**config.mk**
```make
export PLATFORM = sky130hd
export DESIGN_NAME = swm_cell
export DESIGN_NICKNAME = d
export VERILOG_FILES = /design/src/rtl/swm_pkg.sv /design/src/rtl/swm_cell.sv
export SDC_FILE = /design/constraint.sdc
export NUM_CORES = 1
export LEC_CHECK = 0
export ABC_CLOCK_PERIOD_IN_PS = 5300
export BUFFER_PORTS_ARGS = -buffer_cell sky130_fd_sc_hd__buf_2
export CORE_MARGIN = 1
export CORE_UTILIZATION = 46
export DETAILED_ROUTE_END_ITERATION = 6
export PLACE_DENSITY_LB_ADDON = 0.08
export SLEW_MARGIN = 20
export SYNTH_ARGS = -nofsm -noshare
export SYNTH_HDL_FRONTEND = slang
export SYNTH_SLANG_ARGS = --single-unit
```
**constraint.sdc**
```tcl
create_clock -name clock -period 5.3 [get_ports clock]
set_input_delay 1.06 -clock clock [delete_from_list [all_inputs] [get_ports clock]]
set_output_delay 1.06 -clock clock [all_outputs]
set_load 0.02 [all_outputs]
```
**src/rtl/swm_pkg.sv**
```systemverilog
// shared types and constants of the sliding window median filter
`timescale 1ns / 1ps
`default_nettype none

package swm_pkg;

   // width and reset value of the window length register
   localparam int LEN_BITS = 6;
   localparam logic [LEN_BITS-1:0] LEN_RESET = 6'd63;

   // command that the sequencer gives to every cell of the chain
   typedef enum logic [1:0] {
      OP_HOLD,
      OP_DROP,
      OP_INSERT
   } cell_op_type;

   // sequencer states
   typedef enum logic [2:0] {
      ST_IDLE,
      ST_CHECK,
      ST_DROP,
      ST_INSERT,
      ST_SELECT
   } state_type;

endpackage

`default_nettype wire

```
**src/rtl/swm_cell.sv**
```systemverilog
// one cell of the sorted sample chain: value, age and neighbor shifting
`timescale 1ns / 1ps
`default_nettype none

module swm_cell #(
   parameter int IDX = 0,
   parameter int DW  = 16,
   parameter int AW  = 6,
   parameter int CW  = 7
) (
   input  logic                  clock,
   input  logic                  reset,
   input  swm_pkg::cell_op_type  op,
   input  logic signed [DW-1:0]  sample,
   input  logic [CW-1:0]         drop_pos,
   input  logic [CW-1:0]         count,
   input  logic signed [DW-1:0]  left_val,
   input  logic [AW-1:0]         left_age,
   input  logic                  left_gt,
   input  logic signed [DW-1:0]  right_val,
   input  logic [AW-1:0]         right_age,
   output logic signed [DW-1:0]  val,
   output logic [AW-1:0]         age,
   output logic                  gt,
   output logic                  oldest
);
   import swm_pkg::*;

   logic signed [DW-1:0] val_ff, val_in;
   logic [AW-1:0]        age_ff, age_in;
   logic                 occ;

   // cell holds a sample when its place is below the fill count
   assign occ    = CW'(IDX) < count;
   // empty cells sort as above every sample
   assign gt     = !occ || (sample < val_ff);
   assign oldest = occ && (CW'(age_ff) == count - CW'(1));
   assign val    = val_ff;
   assign age    = age_ff;

   // drop: cells at or after the dropped place pull from the right
   // insert: cells above the sample push right, the boundary cell takes it
   always_comb begin
      val_in = val_ff;
      age_in = age_ff;
      case (op)
         OP_DROP: begin
            if (occ && (CW'(IDX) >= drop_pos)) begin
               val_in = right_val;
               age_in = right_age;
            end
         end
         OP_INSERT: begin
            if (!gt) begin
               age_in = age_ff + AW'(1);
            end else if (left_gt) begin
               val_in = left_val;
               age_in = left_age + AW'(1);
            end else begin
               val_in = sample;
               age_in = '0;
            end
         end
         default: ;
      endcase
   end

   // sample value carries no reset
   always_ff @(posedge clock) begin
      val_ff <= val_in;
   end

   always_ff @(posedge clock) begin
      if (reset) begin
         age_ff <= '0;
      end else begin
         age_ff <= age_in;
      end
   end

endmodule

`default_nettype wire

```
== Word-level counts from Yosys, hierarchy flattened ==
Index checks and enable logic that the tools add are counted.

* Register bits after elaboration: 22
* Output and inout port bits: 24
* Logic and storage cells: 28

* Add/subtract/negate cells: 3
* Reduce and logical (&&, ||, !) cells: 7
* Multiplexer cells: 8
* $lt $le $gt $ge: 3
* Equality and inequality tests: 5

{| class="wikitable"
|+ Operator list
! operator !! count
|-
| two-way mux 16 bit || 3
|-
| one-hot mux 16 bit (2 select lines) || 1
|-
| two-way mux 6 bit || 3
|-
| < comparator 16 bit || 1
|-
| adder 6 x 1 -> 6 bit (second input constant) || 2
|-
| one-hot mux 6 bit (2 select lines) || 1
|-
| equality test 6 x 7 -> 1 bit || 1
|-
| greater-or-equal comparator 1 x 7 -> 1 bit (first input constant) || 1
|-
| < comparator 1 x 7 -> 1 bit (first input constant) || 1
|-
| subtractor 7 x 1 -> 7 bit (second input constant) || 1
|-
| inequality test 2 bit (second input constant) || 2
|-
| AND reduction 3 bit || 1
|-
| equality test 2 x 1 -> 1 bit (second input constant) || 1
|-
| equality test 2 bit (second input constant) || 1
|-
| logical AND 1 bit || 2
|-
| AND reduction 2 bit || 1
|-
| nonzero test 2 bit || 1
|-
| zero test 1 bit || 1
|-
| logical OR 1 bit || 1
|}

== Logic depth before layout (Yosys ltp) ==
Gate-level depths: netlist of run 1.

* Word-level depth: 5
* Depth in mapped cells: 9

== Worst setup path before layout of run 1 ==
No wires, ideal clock.

* Kind: input-to-reg
* From: in sample[6]
* To: reg val_ff[0] (netlist: val[0]) (enable)
* Buffers on the path: 1
* Cell stages on the path: 8
* Path slack: 1.091 ns
* Arrival: 3.798 ns
* Cells stage by stage: ha_1 and3_4 a221o_1 a211oi_2 nand3_2 and3_4 buf_6 o21ai_0

* Word-level cells in the longest chain between the ends: 4

{| class="wikitable"
|+ RTL lines
! element !! RTL line !! source
|-
| start: declaration || swm_cell.sv:14 || <nowiki>input logic signed [DW-1:0] sample,</nowiki>
|-
| < comparator 16 bit || swm_cell.sv:36 || <nowiki>assign gt = !occ || (sample < val_ff);</nowiki>
|-
| logical OR 1 bit || swm_cell.sv:36 ||
|-
| inequality test 2 bit (no source line) || n/a ||
|-
| AND reduction 3 bit (no source line) || n/a ||
|-
| end signal: assignment || swm_cell.sv:70 || <nowiki>val_ff <= val_in;</nowiki>
|-
| end: declaration || swm_cell.sv:29 || <nowiki>logic signed [DW-1:0] val_ff, val_in;</nowiki>
|}

No other way between the ends.
A chain may end at the register's enable or synchronous reset.

== Worst setup path in the final report of run 1 ==
* From: in sample[6]
* To: out gt

* Word-level cells in the longest chain between the ends: 2

{| class="wikitable"
|+ RTL lines
! element !! RTL line !! source
|-
| < comparator 16 bit || swm_cell.sv:36 ||
|-
| logical OR 1 bit || swm_cell.sv:36 ||
|-
| end: declaration || swm_cell.sv:24 || <nowiki>output logic gt,</nowiki>
|}

No other way between the ends.

==> flow_results.org, run 1 <==
** Outcome
- The flow ran to the end, and the final reports show no timing, DRC or antenna violations.

** Yosys
- Summing the areas of all compound-gate instances in the mapped netlist gives 16.1% of the synthesized area.
- Ys flop type :: sky130_fd_sc_hd__edfxtp_1
- Summing the areas of all and, or, nand and nor instances in the mapped netlist gives 18.4% of the synthesized area.
- In the synthesized netlist the async set-or-reset flop fraction comes to 0%.
- Post-synthesis share of cell area spent on full adders, half adders and majority gates :: 11.4%
- Dominant combinational cell family by area after synthesis :: simple AND/OR/NAND/NOR gates
- Total number of yosys warnings :: 0
- Measured against the total synthesized area, the mux share comes to 9.62%.
- Netlist Area Pre-Place :: 1980 µm²
- Yosys mapped a number of flops with a built-in enable equal to 16.
- After synthesis, the mean cell area works out to 8.75 µm².
- The synthesized netlist devotes 7.97% of its cell area to XOR and XNOR gates.
- Count of distinct cell types in the synthesized netlist :: 41
- Syn Inst Count :: 226
- Sequential cell area fraction in the yosys report :: 30.4%
- The number of nets in the synthesized netlist is 323.
- In this run, synthesis produced a sequential element count of 22.

** Drt
- Antenna Nets Post-Route :: 0
- Residual DRC count :: 0
- The pre-antenna-repair detailed-routing pass consisted of 4 iterations.
- Summing over every cut layer, the via total after detailed routing is 1930.
- In the final routed layout, each cell accounts on average for 12.7 µm.
- Iter 0 DRT Violations :: 75
- Using the TritonRoute via totals, the vias-per-cell ratio works out to 5.16.
- Final Routed Wirelength :: 4.75 mm

** Power
- Maximum vdd drop :: 0.0904 mV
- Cell internal power was estimated by the tool at 0.322 mW.
- Power spent charging and discharging nets :: 0.131 mW
- Standby leakage power :: 1.26 nW
- Reg power frac :: 43.9%
- The share of total power dissipated in the clock network is 27.0%.
- Switching part of the total :: 29.0%
- Gate power share :: 29.1%
- For this design the ratio of total power to cell area is 176 nW/µm².

** Clocking
- In this run the clock root is driven by a sky130_fd_sc_hd__clkbuf_8.
- Post-cts repair resize count :: 0
- TritonCTS built the clock tree.
- In this run, CTS created clock tree buffers numbering 3.
- No sink is reached through more buffers than the 2 on the longest clock path.
- For this design, the sink count on the clock tree is 22.
- Number of post-CTS setup repair buffers :: 0
- At the later pin of the worst-skew pair, clock insertion delay measures 0.26 ns.
- For this design, the CTS-stage hold fixing added 0 buffers.
- Clock-pin slew was measured on the worst setup and hold paths at 0.08 ns.
- CTS built an H-tree with a depth of 1.

** Floorplan
- The initial utilization of the core area, before any placement, comes to 48.7%.
- Site row count :: 23
- Die W :: 67.6 µm
- The floorplan step defined a die boundary enclosing 4560 µm².
- The floorplan step defined a core boundary enclosing 4060 µm².
- 103 I/O pins were placed.
- From bottom edge to top edge, the die measures 67.6 µm.

** Timing
- Max-slew headroom :: 39.7%
- Setup repair after global routing left no endpoint under its margin.
- The final critical path takes up 76.2% of the cycle.
- Final-layout setup total negative slack :: 0 ns
- On the final layout, the worst clock skew is 0.00171 ns.
- The max-slew violation total from the final report was 0.
- Worst Tran Pin Value :: 0.905 ns
- Setup violations remaining at the end of the flow were counted as 0.
- The routed design could run at a clock period as short as 4.04 ns.
- Final Hold Vio Count :: 0
- For this run, the top clock speed supported by timing is 0.248 GHz.

** Finish
- Of the cells placed in the final design, the portion with a size suffix greater than 1 is 36.1%.
- Post-route standard cell area excluding fillers :: 2570 µm²
- In the final design database the tool counted 422 nets.
- Leaving out filler cells and counting taps, the final layout contains 374.
- The number of antenna diodes in the final layout is 0.
- Relative to the synthesized area, the layout overhead comes to 30.2%.

** Place
- In this run the tool buffered the top-level ports with 102 buffer cells.
- The congestion estimate from routability-driven global placement came to 0.865.
- Including well taps, the total number of placed cells is 370.
- Detailed-placement wirelength estimate :: 3.88 mm
- Area post-placement :: 2520 µm²

** Worst setup path
- Walking the worst path, the cells encountered are buf_2, ha_1, and3_4, a221o_1, a211oi_2, a21o_2, and3_4, inv_1, buf_2.
- Slowest stage delay, CP :: 0.36 ns
- Along the worst path, the maximum fanout reaches 8.
- The critical path is of the in2out type.
- Req. time, crit path :: 4.24 ns
- Worst setup EP type :: output pin
- The worst setup path is launched from an input pin.
- Reg-to-reg setup timing slack :: 2.25 ns
- The slowest stage of the critical path belongs to the cell sky130_fd_sc_hd__a221o_1.
- Data arrival time of the critical path :: 2.98 ns

** Global route
- Total routing usage reported by global routing :: 21.4%
- For this run the aggregate overflow at the end of global routing stands at 0.
- The number of antenna violations at the first check in global routing is 0.
- Number of global-route vias before repair :: 1649
- Maximum number of pins on one net before global-route repair :: 37
- The first global-routing pass estimated 7.44 mm of wire.

** Job
- The tool flagged a number of max-cap violations equal to 0.

** Worst hold path
- The worst hold path belongs to the class reg2reg.
==> worst max-delay path, delay by kind of cell <==
family	cells	cell delay (ns)
simple gates	2	0.44
compound gates	3	0.88
buf+inv	3	0.31
fa+ha+maj	1	0.30
==> state kept, by name (all words and copies together) (netlist names) <==
signal  flops
age         6
val        16
==> area by class of cell <==
class,count,area (µm²)
Tap cell,50,62.6
Inverter,21,78.8
Multi-Input combinational cell,174,1260
Timing Repair Buffer,103,518
Fill cell,369,1480
Clock buffer,4,55.1
Sequential cell,22,601
==> worst paths after layout <==
check	endpoint	cells past startpoint	startpoint
setup reg to reg	val[11]	8	val[6]
setup / recovery	gt	9	sample[6]
hold reg to reg	age[0]	1	age[0]
hold / removal	age[0]	1	age[0]
==> power by group through the flow <==
stage | Combinational [mW] | Sequential [mW] | Clock, mW
finish | 0.132 | 0.199 | 0.122
global route | 0.149 | 0.201 | 0.131
CTS | 0.133 | 0.200 | 0.124
detailed placement | 0.133 | 0.204 | 0
global placement | 0.130 | 0.203 | 0
floorplan | 0.0717 | 0.211 | 0
==> synthesized netlist by cell type, drive strengths merged, types with 3 or more instances <==
| library cell | instances | area (µm²) |
|---|---|---|
| nand3 | 9 | 50.1 |
| clkbuf | 5 | 18.8 |
| ha | 18 | 225 |
| nand2 | 24 | 90.1 |
| xnor2 | 15 | 131 |
| nor2 | 12 | 45.0 |
| buf | 4 | 23.8 |
| xor2 | 3 | 26.3 |
| nor3 | 7 | 35.0 |
| dfxtp | 6 | 120 |
| nand2b | 3 | 18.8 |
| nand4 | 4 | 25.0 |
| a31oi | 6 | 37.5 |
| o21ai | 21 | 105 |
| a21o | 3 | 25.0 |
| a311o | 3 | 30.0 |
| inv | 21 | 78.8 |
| a21oi | 4 | 20.0 |
| edfxtp | 16 | 480 |
| mux2i | 19 | 190 |
| a211oi | 3 | 27.5 |
| and3 | 3 | 28.8 |
==> cells by family after synthesis <==
kind of cell / after synthesis
DFF: 22
muxes: 19
AOI/OAI and AO/OA: 47
and+or+nand+nor: 72
xor gates and xnor gates: 18
buffers and inverters: 30
adders and majority gates: 18
==> layer usage <==
layer	track usage, %	vias to the layer above	routed length (µm)
li1	-	1012	-
met2	34.8	73	2060
met5	0	-	0
met4	3.19	0	16
met1	30.3	843	2360
met3	3.21	2	312
==> layout by cell type (no fill, tap or decap), types with 2 or more instances in the layout <==
| master | count |
|---|---|
| sky130_fd_sc_hd__dfxtp_1 | 6 |
| sky130_fd_sc_hd__o21ai_0 | 20 |
| sky130_fd_sc_hd__xor2_1 | 3 |
| sky130_fd_sc_hd__a21oi_1 | 4 |
| sky130_fd_sc_hd__edfxtp_1 | 16 |
| sky130_fd_sc_hd__a311oi_2 | 2 |
| sky130_fd_sc_hd__nand3_1 | 8 |
| sky130_fd_sc_hd__a311o_1 | 3 |
| sky130_fd_sc_hd__and3_4 | 2 |
| sky130_fd_sc_hd__inv_1 | 21 |
| sky130_fd_sc_hd__a211oi_1 | 2 |
| sky130_fd_sc_hd__nand2_1 | 24 |
| sky130_fd_sc_hd__ha_1 | 18 |
| sky130_fd_sc_hd__nor3b_1 | 2 |
| sky130_fd_sc_hd__nand2b_1 | 3 |
| sky130_fd_sc_hd__nor2_1 | 12 |
| sky130_fd_sc_hd__nor4_1 | 2 |
| sky130_fd_sc_hd__buf_2 | 102 |
| sky130_fd_sc_hd__clkbuf_8 | 4 |
| sky130_fd_sc_hd__or3_1 | 2 |
| sky130_fd_sc_hd__mux2i_1 | 19 |
| sky130_fd_sc_hd__a21o_2 | 2 |
| sky130_fd_sc_hd__a31oi_1 | 6 |
| sky130_fd_sc_hd__nand4_1 | 4 |
| sky130_fd_sc_hd__xnor2_1 | 15 |
| sky130_fd_sc_hd__nor3_1 | 7 |
==> through the flow <==
step                hold WS [ns]  worst slack [ns]  power, mW  utilization [%]
CTS                        0.638              1.25      0.457             63.4
global route               0.653              1.16      0.481             63.4
detailed placement         0.615              1.25      0.336             62.1
finish                     0.634              1.26      0.454             63.4
global placement           0.610              1.29      0.333             62.1
floorplan                  0.658              1.09      0.282                -
No activity file was read; power rests on OpenSTA's default activity.
==> inputs of run 2 (changes only) <==
Settings changed: ABC_CLOCK_PERIOD_IN_PS 5300 to 4100.
Clock period 5.3 ns to 4.1 ns, I/O delays scaled along.
==> run 2 against run 1 <==
Net effect: power rose by 25%; register-to-register slack got worse by 0.79 ns; critical endpoint unchanged; clock-buffer cell count fell by 1; sequential share of layout area barely moved; wire length fell by 5.8%; critical path type unchanged; non-clock buffer count rose by 1; worst hold slack got worse by 0.0097 ns; sequential power rose by 29%; via count fell by 2.1%; worst setup slack got worse by 0.70 ns; flip-flop and latch count did not move.
==> flow_results.org, run 2 (synthesized netlist as in run 1, its figures left out) <==
** Clocking
- TritonCTS clock tree :: done
- Max clock buf depth :: 2 (unchanged)
- The CTS clock-pin slew for the worst setup and hold paths came to 0.08 ns (about the same).
- The count of cells resized by post-cts repair came to 0 (unchanged).
- Clk Tree Root Cell :: sky130_fd_sc_hd__clkbuf_8
- Number of post-CTS setup repair buffers :: 0 (unchanged)
- TritonCTS Buffers :: 3 (unchanged)
- The hold buffer count at CTS came to 0 (unchanged).
- The deepest level of the CTS H-tree is 1 (unchanged).
- Skew-Pair Late Insertion Delay :: 0.26 ns (about the same)
- Clock Sinks :: 22 (unchanged)

** Outcome
- The run finished with clean final reports.

** Timing
- Max-slew headroom :: 54.8% (+15 points)
- Endpoints failing setup :: 0 (unchanged)
- Clock tree skew after final layout :: 0.00660 ns (+0.00489 ns)
- After layout, the minimum clock period comes to 3.54 ns.
- The final critical-path setup slack was 0.561 ns (-0.702 ns).
- Worst Tran Pin Value :: 0.677 ns (-0.228 ns)
- Setup repair after global routing left no endpoint under its margin.
- The number of endpoints with negative hold slack in the final report was 0 (unchanged).
- Final-layout setup total negative slack :: 0 ns (unchanged)
- The max-slew violation total from the final report came to 0 (unchanged).
- Timing would allow up to 0.283 GHz.
- Period Utilization, post-route :: 86.3%

** Floorplan
- Number of top-level design ports :: 103 (unchanged)
- The horizontal die dimension is 67.6 µm (unchanged).
- The height of the chip came to 67.6 µm (unchanged).
- Site row count :: 23 (unchanged)
- The effective utilization at floorplan is 48.7% (unchanged).
- Die ar. :: 4560 µm² (unchanged)
- Core box area :: 4060 µm² (unchanged)

** Worst setup path
- Cell class contributing the biggest share of worst-path delay :: compound AO/OA/AOI/OAI gates
- By startpoint and endpoint, the worst setup path is classified as in2out.
- The worst setup path is captured at an output pin.
- Req. time, crit path :: 3.28 ns (-0.96 ns)
- Number of buffers and inverters on the critical path :: 3 (unchanged)
- The slowest stage of the critical path is the sky130_fd_sc_hd__a221o_1 cell.
- The register-to-register path setup slack was 1.46 ns (-0.79 ns).
- The endpoint arrival time on the critical path was 2.72 ns (-0.26 ns).
- The peak per-stage delay on the critical path is 0.35 ns (about the same).
- Cell-by-cell trace of the critical path :: buf_2, ha_1, and3_4, a221o_1, a211oi_2, a21o_2, and3_4, inv_1, buf_2
- Crit path launch type :: input pin
- Largest fanout on the critical path :: 8 (unchanged)

** Drt
- Drt pass-1 iters :: 4 (unchanged)
- The ratio of routed vias to standard cells came to 5.04 (-2.4%).
- The number of remaining DRC errors is 0 (unchanged).
- Total via count after detailed routing :: 1889 (-2.1%)
- Final Routed Wirelength :: 4.47 mm (-5.8%)
- Iter 0 DRT Violations :: 84 (+12%)
- Antenna Nets Post-Route :: 0 (unchanged)
- The per-cell routed wire length is 11.9 µm (-6.0%).

** Global route
- The pin count of the biggest net entering global routing was 24 (-35%).
- Number of global-route vias before repair :: 1648 (-0.061%)
- Remaining global-route overflow :: 0 (unchanged)
- The aggregate global-route resource usage came to 20.7% (-0.69 points).
- The wire length of the first global-routing pass came to 7.11 mm (-4.4%).
- The number of antenna violations at the first check in global routing was 0 (unchanged).

** Finish
- The number of nets at the end of the flow is 423 (+0.24%).
- The total non-filler cell area in the finished layout was 2570 µm² (about the same).
- Antenna diode count :: 0 (unchanged)
- Proportion of layout cells with a drive suffix above 1 :: 36.0% (-0.11 points)
- Area growth syn-to-layout :: 30.1% (about the same)
- Leaving out fill and tap cells, the most frequent cell in the layout is sky130_fd_sc_hd__buf_2.
- The post-layout instance count excluding filler cells is 375 (+0.27%).
- Most frequent cells in the layout :: sky130_fd_sc_hd__buf_2, sky130_fd_sc_hd__nand2_1, sky130_fd_sc_hd__inv_1
- The area of all sequential standard cells was 601 µm² (unchanged).
- Fillers :: 378 (+2.4%)
- Post-layout utilization of the core :: 63.4% (about the same)
- Area of the multi-input gates :: 1260 µm² (unchanged)
- Largest register FFs :: 16 (unchanged)

** Place
- The number of buffers inserted by port buffering came to 102 (unchanged).
- Dpl cells :: 371 (+0.27%)
- Worst slack, placed :: 0.549 ns (-0.700 ns)
- The HPWL after detailed placement was 3.72 mm (-4.1%).
- Final GP Congestion :: 0.878 (+1.5%)
- The placement-stage cell area was 2530 µm² (+0.30%).

** Power
- Reg power frac :: 45.4% (+1.5 points)
- The net switching power is 0.168 mW (+28%).
- Maximum vdd drop :: 0.138 mV (+52%)
- The combinational power share was 30.0% (+0.9 points).
- The static leakage power is 1.26 nW (about the same).
- Power density over cell area :: 220 nW/µm² (+25%)
- The clock share of power came to 24.6% (-2.4 points).
- Switching part of the total :: 29.7% (+0.73 points)
- The design internal power is 0.398 mW (+24%).

** Worst hold path
- The min-delay analysis places its worst path in the category reg2reg.

** Job
- Total of max-cap violations :: 0 (unchanged)
## run 2: through the flow
step / total power, mW / hold WS (ns)
5_1_grt: 0.602 / 0.651
3_5_place_dp: 0.433 / 0.608
3_3_place_gp: 0.431 / 0.609
6_report: 0.567 / 0.624
2_1_floorplan: 0.365 / 0.658
4_1_cts: 0.573 / 0.629
## run 2: area by class of cell
type                       instances  share of cell area (%)
multi-input combinational        174                    49.0
sequential                        22                    23.4
timing repair buffer             104                    20.4
inverter                          21                    3.07
tap                               50                    2.43
clock buffer                       3                    1.61
clock inverter                     1                   0.146
## run 2: routing by layer
metal | vias to the layer above | GRT usage (%) | part of all wire [%]
met5 | - | 0 | 0
met4 | 0 | 6.65 | 1.2
met3 | 6 | 3.72 | 6.9
met2 | 78 | 32.3 | 41
met1 | 788 | 28.6 | 51
li1 | 1017 | - | -
## run 2: final timing paths
| kind | startpoint | to | depth (start not counted) |
|---|---|---|---|
| worst min register to register | age[0] | age[0] | 1 |
| worst max-delay path | sample[6] | gt | 9 |
| worst min-delay path | age[0] | age[0] | 1 |
| worst max register to register | val[6] | val[0] | 9 |
## run 2: power by group through the flow
stage | combinational [mW] | sequential, mW | clock [mW]
2_1_floorplan | 0.0927 | 0.272 | 0
3_3_place_gp | 0.168 | 0.263 | 0
3_5_place_dp | 0.170 | 0.263 | 0
4_1_cts | 0.171 | 0.258 | 0.145
5_1_grt | 0.191 | 0.259 | 0.151
6_report | 0.170 | 0.257 | 0.140
